===== config.mk =====
export PLATFORM = sky130hd
export DESIGN_NAME = biquad_iir_filter
export DESIGN_NICKNAME = d
export VERILOG_FILES = /design/src/design/biquad_pkg.sv /design/src/design/biquad_iir_filter.sv
export SDC_FILE = /design/constraint.sdc
export NUM_CORES = 2
export LEC_CHECK = 0
export CORE_MARGIN = 2
export CORE_UTILIZATION = 40
export CTS_CLUSTER_DIAMETER = 200
export DETAILED_ROUTE_END_ITERATION = 8
export DONT_BUFFER_PORTS = 1
export SYNTH_ARGS = -nofsm -noshare
export SYNTH_HDL_FRONTEND = slang
export SYNTH_SLANG_ARGS = --single-unit

===== constraint.sdc =====
create_clock -name clock -period 20.8 [get_ports clock]
set_input_delay 1.04 -clock clock [delete_from_list [all_inputs] [get_ports clock]]
set_output_delay 1.04 -clock clock [all_outputs]
set_load 0.02 [all_outputs]

===== src/design/biquad_pkg.sv =====
// ----------------------------------------------------------------------------
// biquad_pkg
// Shared types and fixed constants of the biquad filter: sequencer states,
// accumulator operations, coefficient register indexes and state format.
// ----------------------------------------------------------------------------
package biquad_pkg;

   localparam int STATE_WIDTH = 48;
   localparam int STATE_FRAC  = 39;
   localparam int ACC_WIDTH   = 52;
   localparam int NUM_COEF    = 5;
   localparam int CSR_INDEX_WIDTH = 3;
   localparam int COEF_SEL_WIDTH  = 3;

   localparam logic [CSR_INDEX_WIDTH-1:0] REG_COEF_B0 = 3'd0;
   localparam logic [CSR_INDEX_WIDTH-1:0] REG_COEF_B1 = 3'd1;
   localparam logic [CSR_INDEX_WIDTH-1:0] REG_COEF_B2 = 3'd2;
   localparam logic [CSR_INDEX_WIDTH-1:0] REG_COEF_A1 = 3'd3;
   localparam logic [CSR_INDEX_WIDTH-1:0] REG_COEF_A2 = 3'd4;

   localparam logic signed [ACC_WIDTH-1:0] STATE_MAX =
      {{(ACC_WIDTH - STATE_WIDTH + 1){1'b0}}, {(STATE_WIDTH - 1){1'b1}}};
   localparam logic signed [ACC_WIDTH-1:0] STATE_MIN = ~STATE_MAX;

   typedef enum logic [3:0] {
      ST_IDLE,
      ST_MUL_B0,
      ST_ACC_B0,
      ST_OUT_Y,
      ST_MUL_A1,
      ST_ACC_A1,
      ST_STORE_S1,
      ST_ACC_A2,
      ST_STORE_S2
   } state_type;

   typedef enum logic [2:0] {
      ACC_HOLD,
      ACC_LOAD_S1,
      ACC_LOAD_S2,
      ACC_LOAD_TERM,
      ACC_SUB_TERM
   } acc_op_type;

endpackage


===== src/design/biquad_iir_filter.sv =====
// ----------------------------------------------------------------------------
// biquad_iir_filter
// Second-order IIR section, transposed direct form II, with one shared
// multiplier and accumulator under a small sequencer. Output and state
// saturate and raise the clipped flag.
// ----------------------------------------------------------------------------
//  channel   direction  handshake            payload
//  req_      in         req_valid/req_stall  req_sample_in
//  rsp_      out        rsp_valid/rsp_stall  rsp_sample_out, rsp_clipped
//  csr_      in         csr_valid/csr_ready  csr_index, csr_data
//
// for each item the sequencer walks five multiplies through the
// shared multiplier, each followed by one accumulate in the shared adder.
// req_stall is high from acceptance until the result is in the output register.
// the last step waits while a previous result is still held under rsp_stall.
// reset clears both delay states and loads the coefficients (b0 = 1.0).
// ----------------------------------------------------------------------------
module biquad_iir_filter #(
   parameter int SAMPLE_WIDTH = 24,
   parameter int COEF_WIDTH   = 32
) (
   input  logic                                        clock,
   input  logic                                        reset,
   input  logic                                        req_valid,
   output logic                                        req_stall,
   input  logic signed [SAMPLE_WIDTH-1:0]              req_sample_in,
   output logic                                        rsp_valid,
   input  logic                                        rsp_stall,
   output logic signed [SAMPLE_WIDTH-1:0]              rsp_sample_out,
   output logic                                        rsp_clipped,
   input  logic                                        csr_valid,
   output logic                                        csr_ready,
   input  logic [biquad_pkg::CSR_INDEX_WIDTH-1:0]      csr_index,
   input  logic [COEF_WIDTH-1:0]                       csr_data
);

   localparam int ACC_W      = biquad_pkg::ACC_WIDTH;
   localparam int PROD_W     = SAMPLE_WIDTH + COEF_WIDTH;
   localparam int PROD_SHIFT = SAMPLE_WIDTH + COEF_WIDTH - 5 - biquad_pkg::STATE_FRAC;
   localparam int RSH        = (PROD_SHIFT > 0) ? PROD_SHIFT : 0;
   localparam int LSH        = (PROD_SHIFT < 0) ? -PROD_SHIFT : 0;
   localparam int RND_POS    = (RSH > 0) ? RSH - 1 : 0;
   localparam int OUT_SHIFT  = biquad_pkg::STATE_FRAC - (SAMPLE_WIDTH - 1);

   localparam logic signed [PROD_W:0] PROD_HALF =
      (RSH > 0) ? ((PROD_W + 1)'(1) << RND_POS) : '0;
   localparam logic signed [ACC_W-1:0] OUT_HALF = ACC_W'(1) << (OUT_SHIFT - 1);
   localparam logic signed [ACC_W-1:0] SMP_MAX =
      {{(ACC_W - SAMPLE_WIDTH + 1){1'b0}}, {(SAMPLE_WIDTH - 1){1'b1}}};
   localparam logic signed [ACC_W-1:0] SMP_MIN = ~SMP_MAX;
   localparam logic [COEF_WIDTH-1:0] COEF_ONE = COEF_WIDTH'(1) << (COEF_WIDTH - 4);

   biquad_pkg::state_type  state_ff, state_in;
   biquad_pkg::acc_op_type acc_op;

   logic [COEF_WIDTH-1:0] coef_ff [biquad_pkg::NUM_COEF];

   logic signed [SAMPLE_WIDTH-1:0]        x_ff, y_ff, y_in;
   logic signed [PROD_W-1:0]              prod_ff, prod_in;
   logic signed [ACC_W-1:0]               acc_ff, acc_in;
   logic signed [biquad_pkg::STATE_WIDTH-1:0] s1_ff, s2_ff;
   logic signed [biquad_pkg::STATE_WIDTH-1:0] state_sat;
   logic                                  clip_ff, clip_in;
   logic                                  rsp_valid_ff;
   logic signed [SAMPLE_WIDTH-1:0]        rsp_sample_ff;
   logic                                  rsp_clipped_ff;

   logic                                   mul_use_y;
   logic [biquad_pkg::COEF_SEL_WIDTH-1:0]  coef_sel;
   logic                                   load_y, load_s1, load_s2;
   logic                                   out_free;

   logic signed [SAMPLE_WIDTH-1:0] mul_a;
   logic signed [COEF_WIDTH-1:0]   mul_b;
   logic signed [PROD_W:0]         prod_rnd;
   logic signed [ACC_W-1:0]        term;
   logic signed [ACC_W-1:0]        y_wide;
   logic                           y_over, state_over;

   assign out_free  = !rsp_valid_ff || !rsp_stall;
   assign req_stall = (state_ff != biquad_pkg::ST_IDLE);
   assign csr_ready = 1'b1;
   assign rsp_valid      = rsp_valid_ff;
   assign rsp_sample_out = rsp_sample_ff;
   assign rsp_clipped    = rsp_clipped_ff;

   // next state
   always_comb begin
      state_in = state_ff;
      unique case (state_ff)
         biquad_pkg::ST_IDLE: begin
            if (req_valid) state_in = biquad_pkg::ST_MUL_B0;
         end
         biquad_pkg::ST_MUL_B0:   state_in = biquad_pkg::ST_ACC_B0;
         biquad_pkg::ST_ACC_B0:   state_in = biquad_pkg::ST_OUT_Y;
         biquad_pkg::ST_OUT_Y:    state_in = biquad_pkg::ST_MUL_A1;
         biquad_pkg::ST_MUL_A1:   state_in = biquad_pkg::ST_ACC_A1;
         biquad_pkg::ST_ACC_A1:   state_in = biquad_pkg::ST_STORE_S1;
         biquad_pkg::ST_STORE_S1: state_in = biquad_pkg::ST_ACC_A2;
         biquad_pkg::ST_ACC_A2:   state_in = biquad_pkg::ST_STORE_S2;
         biquad_pkg::ST_STORE_S2: begin
            if (out_free) state_in = biquad_pkg::ST_IDLE;
         end
         default: state_in = biquad_pkg::ST_IDLE;
      endcase
   end

   // sequencer outputs
   always_comb begin
      mul_use_y = 1'b0;
      coef_sel  = biquad_pkg::REG_COEF_B0;
      acc_op    = biquad_pkg::ACC_HOLD;
      load_y    = 1'b0;
      load_s1   = 1'b0;
      load_s2   = 1'b0;
      unique case (state_ff)
         biquad_pkg::ST_IDLE: begin
         end
         biquad_pkg::ST_MUL_B0: begin
            coef_sel = biquad_pkg::REG_COEF_B0;
         end
         biquad_pkg::ST_ACC_B0: begin
            coef_sel = biquad_pkg::REG_COEF_B1;
            acc_op   = biquad_pkg::ACC_LOAD_S1;
         end
         biquad_pkg::ST_OUT_Y: begin
            load_y = 1'b1;
            acc_op = biquad_pkg::ACC_LOAD_S2;
         end
         biquad_pkg::ST_MUL_A1: begin
            mul_use_y = 1'b1;
            coef_sel  = biquad_pkg::REG_COEF_A1;
         end
         biquad_pkg::ST_ACC_A1: begin
            coef_sel = biquad_pkg::REG_COEF_B2;
            acc_op   = biquad_pkg::ACC_SUB_TERM;
         end
         biquad_pkg::ST_STORE_S1: begin
            mul_use_y = 1'b1;
            coef_sel  = biquad_pkg::REG_COEF_A2;
            acc_op    = biquad_pkg::ACC_LOAD_TERM;
            load_s1   = 1'b1;
         end
         biquad_pkg::ST_ACC_A2: begin
            acc_op = biquad_pkg::ACC_SUB_TERM;
         end
         biquad_pkg::ST_STORE_S2: begin
            load_s2 = out_free;
         end
         default: begin
         end
      endcase
   end

   // shared multiplier, rounding and accumulator
   always_comb begin
      mul_a    = mul_use_y ? y_ff : x_ff;
      mul_b    = signed'(coef_ff[coef_sel]);
      prod_in  = mul_a * mul_b;
      prod_rnd = $signed({prod_ff[PROD_W-1], prod_ff}) + PROD_HALF;
      term     = ACC_W'(prod_rnd >>> RSH) <<< LSH;

      case (acc_op)
         biquad_pkg::ACC_LOAD_S1:   acc_in = ACC_W'(s1_ff) + term;
         biquad_pkg::ACC_LOAD_S2:   acc_in = ACC_W'(s2_ff) + term;
         biquad_pkg::ACC_LOAD_TERM: acc_in = term;
         biquad_pkg::ACC_SUB_TERM:  acc_in = acc_ff - term;
         default:                   acc_in = acc_ff;
      endcase

      y_wide = (acc_ff + OUT_HALF) >>> OUT_SHIFT;
      y_over = (y_wide > SMP_MAX) || (y_wide < SMP_MIN);
      if (y_wide > SMP_MAX) begin
         y_in = SAMPLE_WIDTH'(SMP_MAX);
      end else if (y_wide < SMP_MIN) begin
         y_in = SAMPLE_WIDTH'(SMP_MIN);
      end else begin
         y_in = SAMPLE_WIDTH'(y_wide);
      end

      state_over = (acc_ff > biquad_pkg::STATE_MAX) || (acc_ff < biquad_pkg::STATE_MIN);
      if (acc_ff > biquad_pkg::STATE_MAX) begin
         state_sat = biquad_pkg::STATE_WIDTH'(biquad_pkg::STATE_MAX);
      end else if (acc_ff < biquad_pkg::STATE_MIN) begin
         state_sat = biquad_pkg::STATE_WIDTH'(biquad_pkg::STATE_MIN);
      end else begin
         state_sat = biquad_pkg::STATE_WIDTH'(acc_ff);
      end

      clip_in = clip_ff;
      if (load_y && y_over) clip_in = 1'b1;
      if ((load_s1 || load_s2) && state_over) clip_in = 1'b1;
   end

   always_ff @(posedge clock) begin
      if (reset) begin
         state_ff     <= biquad_pkg::ST_IDLE;
         rsp_valid_ff <= 1'b0;
         s1_ff        <= '0;
         s2_ff        <= '0;
         coef_ff[biquad_pkg::REG_COEF_B0] <= COEF_ONE;
         coef_ff[biquad_pkg::REG_COEF_B1] <= '0;
         coef_ff[biquad_pkg::REG_COEF_B2] <= '0;
         coef_ff[biquad_pkg::REG_COEF_A1] <= '0;
         coef_ff[biquad_pkg::REG_COEF_A2] <= '0;
      end else begin
         state_ff <= state_in;
         if (load_s2) rsp_valid_ff <= 1'b1;
         else if (rsp_valid_ff && !rsp_stall) rsp_valid_ff <= 1'b0;
         if (load_s1) s1_ff <= state_sat;
         if (load_s2) s2_ff <= state_sat;
         if (csr_valid) begin
            unique case (csr_index)
               biquad_pkg::REG_COEF_B0: coef_ff[biquad_pkg::REG_COEF_B0] <= csr_data;
               biquad_pkg::REG_COEF_B1: coef_ff[biquad_pkg::REG_COEF_B1] <= csr_data;
               biquad_pkg::REG_COEF_B2: coef_ff[biquad_pkg::REG_COEF_B2] <= csr_data;
               biquad_pkg::REG_COEF_A1: coef_ff[biquad_pkg::REG_COEF_A1] <= csr_data;
               biquad_pkg::REG_COEF_A2: coef_ff[biquad_pkg::REG_COEF_A2] <= csr_data;
               default: begin
               end
            endcase
         end
      end
   end

   always_ff @(posedge clock) begin
      prod_ff <= prod_in;
      acc_ff  <= acc_in;
      if (state_ff == biquad_pkg::ST_IDLE && req_valid) begin
         x_ff    <= req_sample_in;
         clip_ff <= 1'b0;
      end else begin
         clip_ff <= clip_in;
      end
      if (load_y) y_ff <= y_in;
      if (load_s2) begin
         rsp_sample_ff  <= y_ff;
         rsp_clipped_ff <= clip_in;
      end
   end

endmodule

# Yosys cells after proc, flatten, opt, wreduce, memory -nomap -nowiden
# Memories as Yosys holds them, arrays and structs flattened.
# Cells that the tools add are included.
# W data, S select, Z words.
dict set report op_classes {
  muxes 45
  reduce_logical 18
  div_mod_pow 0
  eq_ne 18
  order_cmp 4
  shifts 0
  add_sub_neg 5
  n_bitwise 5
  mul 1
}
# operator n
set ops {}
lappend ops {{$pmux W52 S4} 1}
lappend ops {{$mux W32} 5}
lappend ops {{$add A48 B45 Y49} 2}
lappend ops {{$mux W48} 2}
lappend ops {{$add A56 B13 Y57 const B} 1}
lappend ops {{$mul A24 B32 Y56} 1}
lappend ops {{$add A52 B17 Y52 const B} 1}
lappend ops {{$gt A52 B48 Y1 const B} 1}
lappend ops {{$lt A52 B48 Y1 const B} 1}
lappend ops {{$sub A52 B45 Y52} 1}
lappend ops {{$mux W24} 2}
lappend ops {{$gt A36 B24 Y1 const B} 1}
lappend ops {{$lt A36 B24 Y1 const B} 1}
lappend ops {{$pmux W4 S9} 1}
lappend ops {{$mux W1} 30}
lappend ops {{$pmux W3 S4} 2}
lappend ops {{$eq A4 B3 Y1 const B} 4}
lappend ops {{$eq A3 B2 Y1 const B} 4}
lappend ops {{$eq A4 B2 Y1 const B} 2}
lappend ops {{$mux W4} 2}
lappend ops {{$reduce_bool A4 Y1} 2}
lappend ops {{$eq A3 B1 Y1 const B} 2}
lappend ops {{$eq A3 B3 Y1 const B} 2}
lappend ops {{$or A1 B1 Y1} 5}
lappend ops {{other kinds (11)} 20}
dict set report totals {
  ram_bits 160
  ff_bits 283
  romBits 0
  latch_bits 0
  out_inout_bits 28
  n_memories 1
}
# name words width rd rd_clocked_by_memory_dff write_ports line_no
set memory_table {}
lappend memory_table {coef_ff 5 32 1 0 5 biquad_iir_filter.sv:56} ;# logic [COEF_WIDTH-1:0] coef_ff [biquad_pkg::NUM_COEF];

# Longest topological paths before layout
dict set report logic_depth {
  ltp_word 6
  ltp_mapped 37
}

# Worst setup path before layout
# Ideal clock, no wire load.
dict set report synth_path {
  path_type {reg2reg}
  startpoint {register state_ff[1]}
  endpoint {register prod_ff[52]}
  synth_period_minus_slack_ns 9.048
  setup_slack_ns 11.752
  required_time_ns 20.728
  path_buffers 4
  arrival_ns 8.976
  stages_incl_launch_ff 33
  path_cell_list {dfxtp_1 -> clkbuf_1 -> buf_4 -> xnor2_1 -> nor3_1 -> buf_2 -> mux4_2 -> mux2i_1 -> clkbuf_1 -> nor2_1 -> fa_1 -> fa_1 -> inv_1 -> fa_1 -> inv_1 -> fa_1 -> fa_1 -> fa_1 -> inv_1 -> fa_1 -> inv_1 -> ha_1 -> a21o_1 -> a21o_1 -> a21oi_1 -> o21ai_0 -> a221o_1 -> a21oi_2 -> o21ai_0 -> a41o_1 -> a21o_1 -> a21oi_1 -> xnor2_1}
}
dict set report synth_via {
  elab_chain_len 5
  word_cells_on_any_way 10
  classes_between {mul (1); eq/ne (4); mux (3); reduce/logical (1); memory (1)}
}
# item line_no
set synth_rtl {}
lappend synth_rtl {{start: declaration} biquad_iir_filter.sv:53} ;# biquad_pkg::state_type state_ff, state_in;
lappend synth_rtl {{start signal: assignment} biquad_iir_filter.sv:197} ;# state_ff <= biquad_pkg::ST_IDLE;
lappend synth_rtl {{start signal: assignment} biquad_iir_filter.sv:207} ;# state_ff <= state_in;
lappend synth_rtl {{branches (longest 4 deep; another with $mem_v2 Z5 W32)} --}
lappend synth_rtl {{$mul A24 B32 Y56 (*)} biquad_iir_filter.sv:159} ;# prod_in = mul_a * mul_b;
lappend synth_rtl {{via prod_in[52]} biquad_iir_filter.sv:59} ;# logic signed [PROD_W-1:0] prod_ff, prod_in;
lappend synth_rtl {{end signal: assignment} biquad_iir_filter.sv:227} ;# prod_ff <= prod_in;
lappend synth_rtl {{end: declaration} biquad_iir_filter.sv:59}
# Mark *: on every way through the listed nets, which the timed path passes.
# A chain may end at the register's enable or synchronous reset.

# Final worst setup path
dict set report layout_path {
  startpoint {register state_ff[0]}
  endpoint {register prod_ff[52]}
}
# The elaborated chain is that of the path after synthesis.

==> impl_metrics.yaml <==
status:
  outcome: "complete, no violations"
detailed_routing:
  wl_per_cell_um: 22.8
  drtIter0Drc: 3390
  drt_wl_total_um: 161000
  drc: 0
  ant_nets: 0
  viasPerCell: 5.56
  drt_pre_antenna_iters: 9
  dr_total_vias: 39300
synthesis:
  yosys_most_used_dff: "edfxtp_1"
  yosysWarningCount: 0
  synth_cells: 5486
  synth.avg_cell_area_um2: 9.38
  synth_area_um2: 51400
  synth.yosys.seq_area_share_pct: 22.4
  syn_nets: 6630
  asyncSetResetFlopFracSynth_pct: 0
  ys_ff_latch: 432
  synth_edf_count: 285
  synth_cell_type_count: 84
cts:
  h-tree-depth: 2
  cts_hold_buffers: 0
  clk_latency_ns: 0.65
  post_cts_buffers: 0
  cts.clk_slew.worst_paths_ns: 0.06
  cts_num_sinks: 432
  cts_max_path_buffers: 3
  cts_resized: 0
  root_buffer: "clkbuf_16"
  cts_made_buffers: 48
  cts_tree: "yes"
sta:
  setup_viol: 0
  slew_violations: 0
  post-route-period-util_pct: 50.9
  worstMarginPinSlew_ns: 1.32
  final.setup.tns_ns: 0
  rsz0062_at_grt: "false"
  relSlewSlack_pct: 9.78
  min_period_ns: 10.58
  skew_ns: 0.0419
  fmax_ghz: 0.0945
  holdWs_ns: 0.469
  hold_viol_final: 0
placed_design:
  gp_congestion: 0.930
  io_buffer_count: 0
  hpwl_um: 122000
finish:
  final_common_cell: "inv_1"
  fillers: 12400
  area_delta_synth_final_pct: 7.06
  multi_input_area_um2: 35800
  final_nets: 6505
  final_cell_mix: "inv_1 (919), fa_1 (785), nor2_1 (621)"
  seqCellArea_um2: 11500
  drive_above_1_share_pct: 4.94
die:
  die_y_um: 363
  dieWidth_um: 363
  dieArea_um2: 132000
  rows: 131
  start_util_pct: 40.3
  ios: 92
  coreArea_um2: 128000
critical_path:
  worstSetupEndpointType: "flip-flop"
  arrival_ns: 11.16
  critical-path-max-stage-delay_ns: 1.13
  worstPathMaxFanout: 50
  crit_slowest_cell: "mux2i_1"
  critPathKind: "reg -> reg"
  crit_required_ns: 21.38
  path_common_cell: "fa_1"
  start_kind: "flip-flop"
global_route:
  grt_max_degree: 107
  grt_pass1_vias: 41100
  grt_usage_pct: 25.0
  antenna_found_initial: 17
  grt_pass1_wl_um: 249000
  grt_overflow: 0
worst_hold_path:
  hold_class: "reg -> reg"
flow_run:
  maxCapViolations: 0
[worst max-delay path: cells and delay by family, from the launching register on]
family          cells  cell delay (ns)
fa+ha+maj           8             3.98
compound gates      9             2.32
mux                 1             1.13
buf+inv             6             1.39
flops               1             0.78
xor+xnor            1             0.13
simple gates        3             0.74
[layout make-up]
class	instances	share of cell area, %
inverter	920	6.27
sequential	432	20.9
clock inverter	33	0.654
clock buffer	56	2.27
multi-input combinational	3879	65.0
antenna	8	0.0363
tap	1662	3.78
timing repair buffer	80	1.09
[per-layer routing]
layer,vias to the layer above,share of wire [%],global-route usage (%)
met5,-,0.045,0
li1,17500,-,-
met3,410,8.2,5.35
met4,10,6.1,12.7
met2,1578,46,41.0
met1,19800,39,31.2
[cell families (layout without fill, tap and decap cells)]
logic type	count (synthesis)	after routing	share of synthesized area, %
other	1	9	0.00729
muxes	102	102	2.76
DFF	432	432	22.4
adders and majority gates	1080	1080	37.7
AOI/OAI and AO/OA	883	883	11.2
and+or+nand+nor	1554	1554	13.0
buffers and inverters	1175	1089	8.60
xor gates and xnor gates	259	259	4.41
[path summary, 6_finish.rpt]
| check | start | to | slack, ns | cells after the start |
|---|---|---|---|---|
| setup / recovery | state_ff[0] | prod_ff[52] | 10.22 | 28 |
| hold / removal | s1_ff[47] | s1_ff[47] | 0.47 | 2 |
| setup reg to reg | state_ff[0] | prod_ff[52] | 10.22 | 28 |
| hold reg to reg | s1_ff[47] | s1_ff[47] | 0.47 | 2 |
[cells in the mapped netlist, drive strengths merged, types with 38 or more instances]
master / n / area share, %
o21ai: 164 / 1.6
a21o: 121 / 1.8
clkbuf: 230 / 1.7
xor2: 102 / 1.7
nor3: 41 / 0.41
inv: 920 / 6.7
xnor2: 157 / 2.7
nand4: 53 / 0.64
a21oi: 251 / 2.5
nor2: 625 / 4.6
mux2i: 54 / 1.1
nand2b: 38 / 0.46
a211oi: 110 / 1.6
dfxtp: 147 / 5.7
fa: 785 / 31
and2: 47 / 0.57
nand3: 64 / 0.62
ha: 295 / 7.2
nand2: 578 / 4.2
edfxtp: 285 / 17
[sequential cells by signal (all words and copies together) (netlist names)]
register,count
clip_ff,1
coef_ff,160
acc_ff,52
s1_ff,48
rsp_sample_out,24
x_ff,24
rsp_clipped,1
rsp_valid,1
y_ff,24
state_ff,4
prod_ff,45
s2_ff,48
[stage by stage]
step                      instances  worst slack (ns)  instance area [µm²]  util (%)
after global placement         6973             10.53                53400      41.9
after floorplan                5486             11.75                51400         -
after detailed placement       6973             10.33                53400      41.9
after CTS                      7062             10.34                55100      43.1
final                          7070             10.22                55100      43.1
after global routing           7066              9.64                55100      43.1
Power is not shown: default switching activity piles up to over one toggle a cycle in this logic, so the estimate is an artifact.
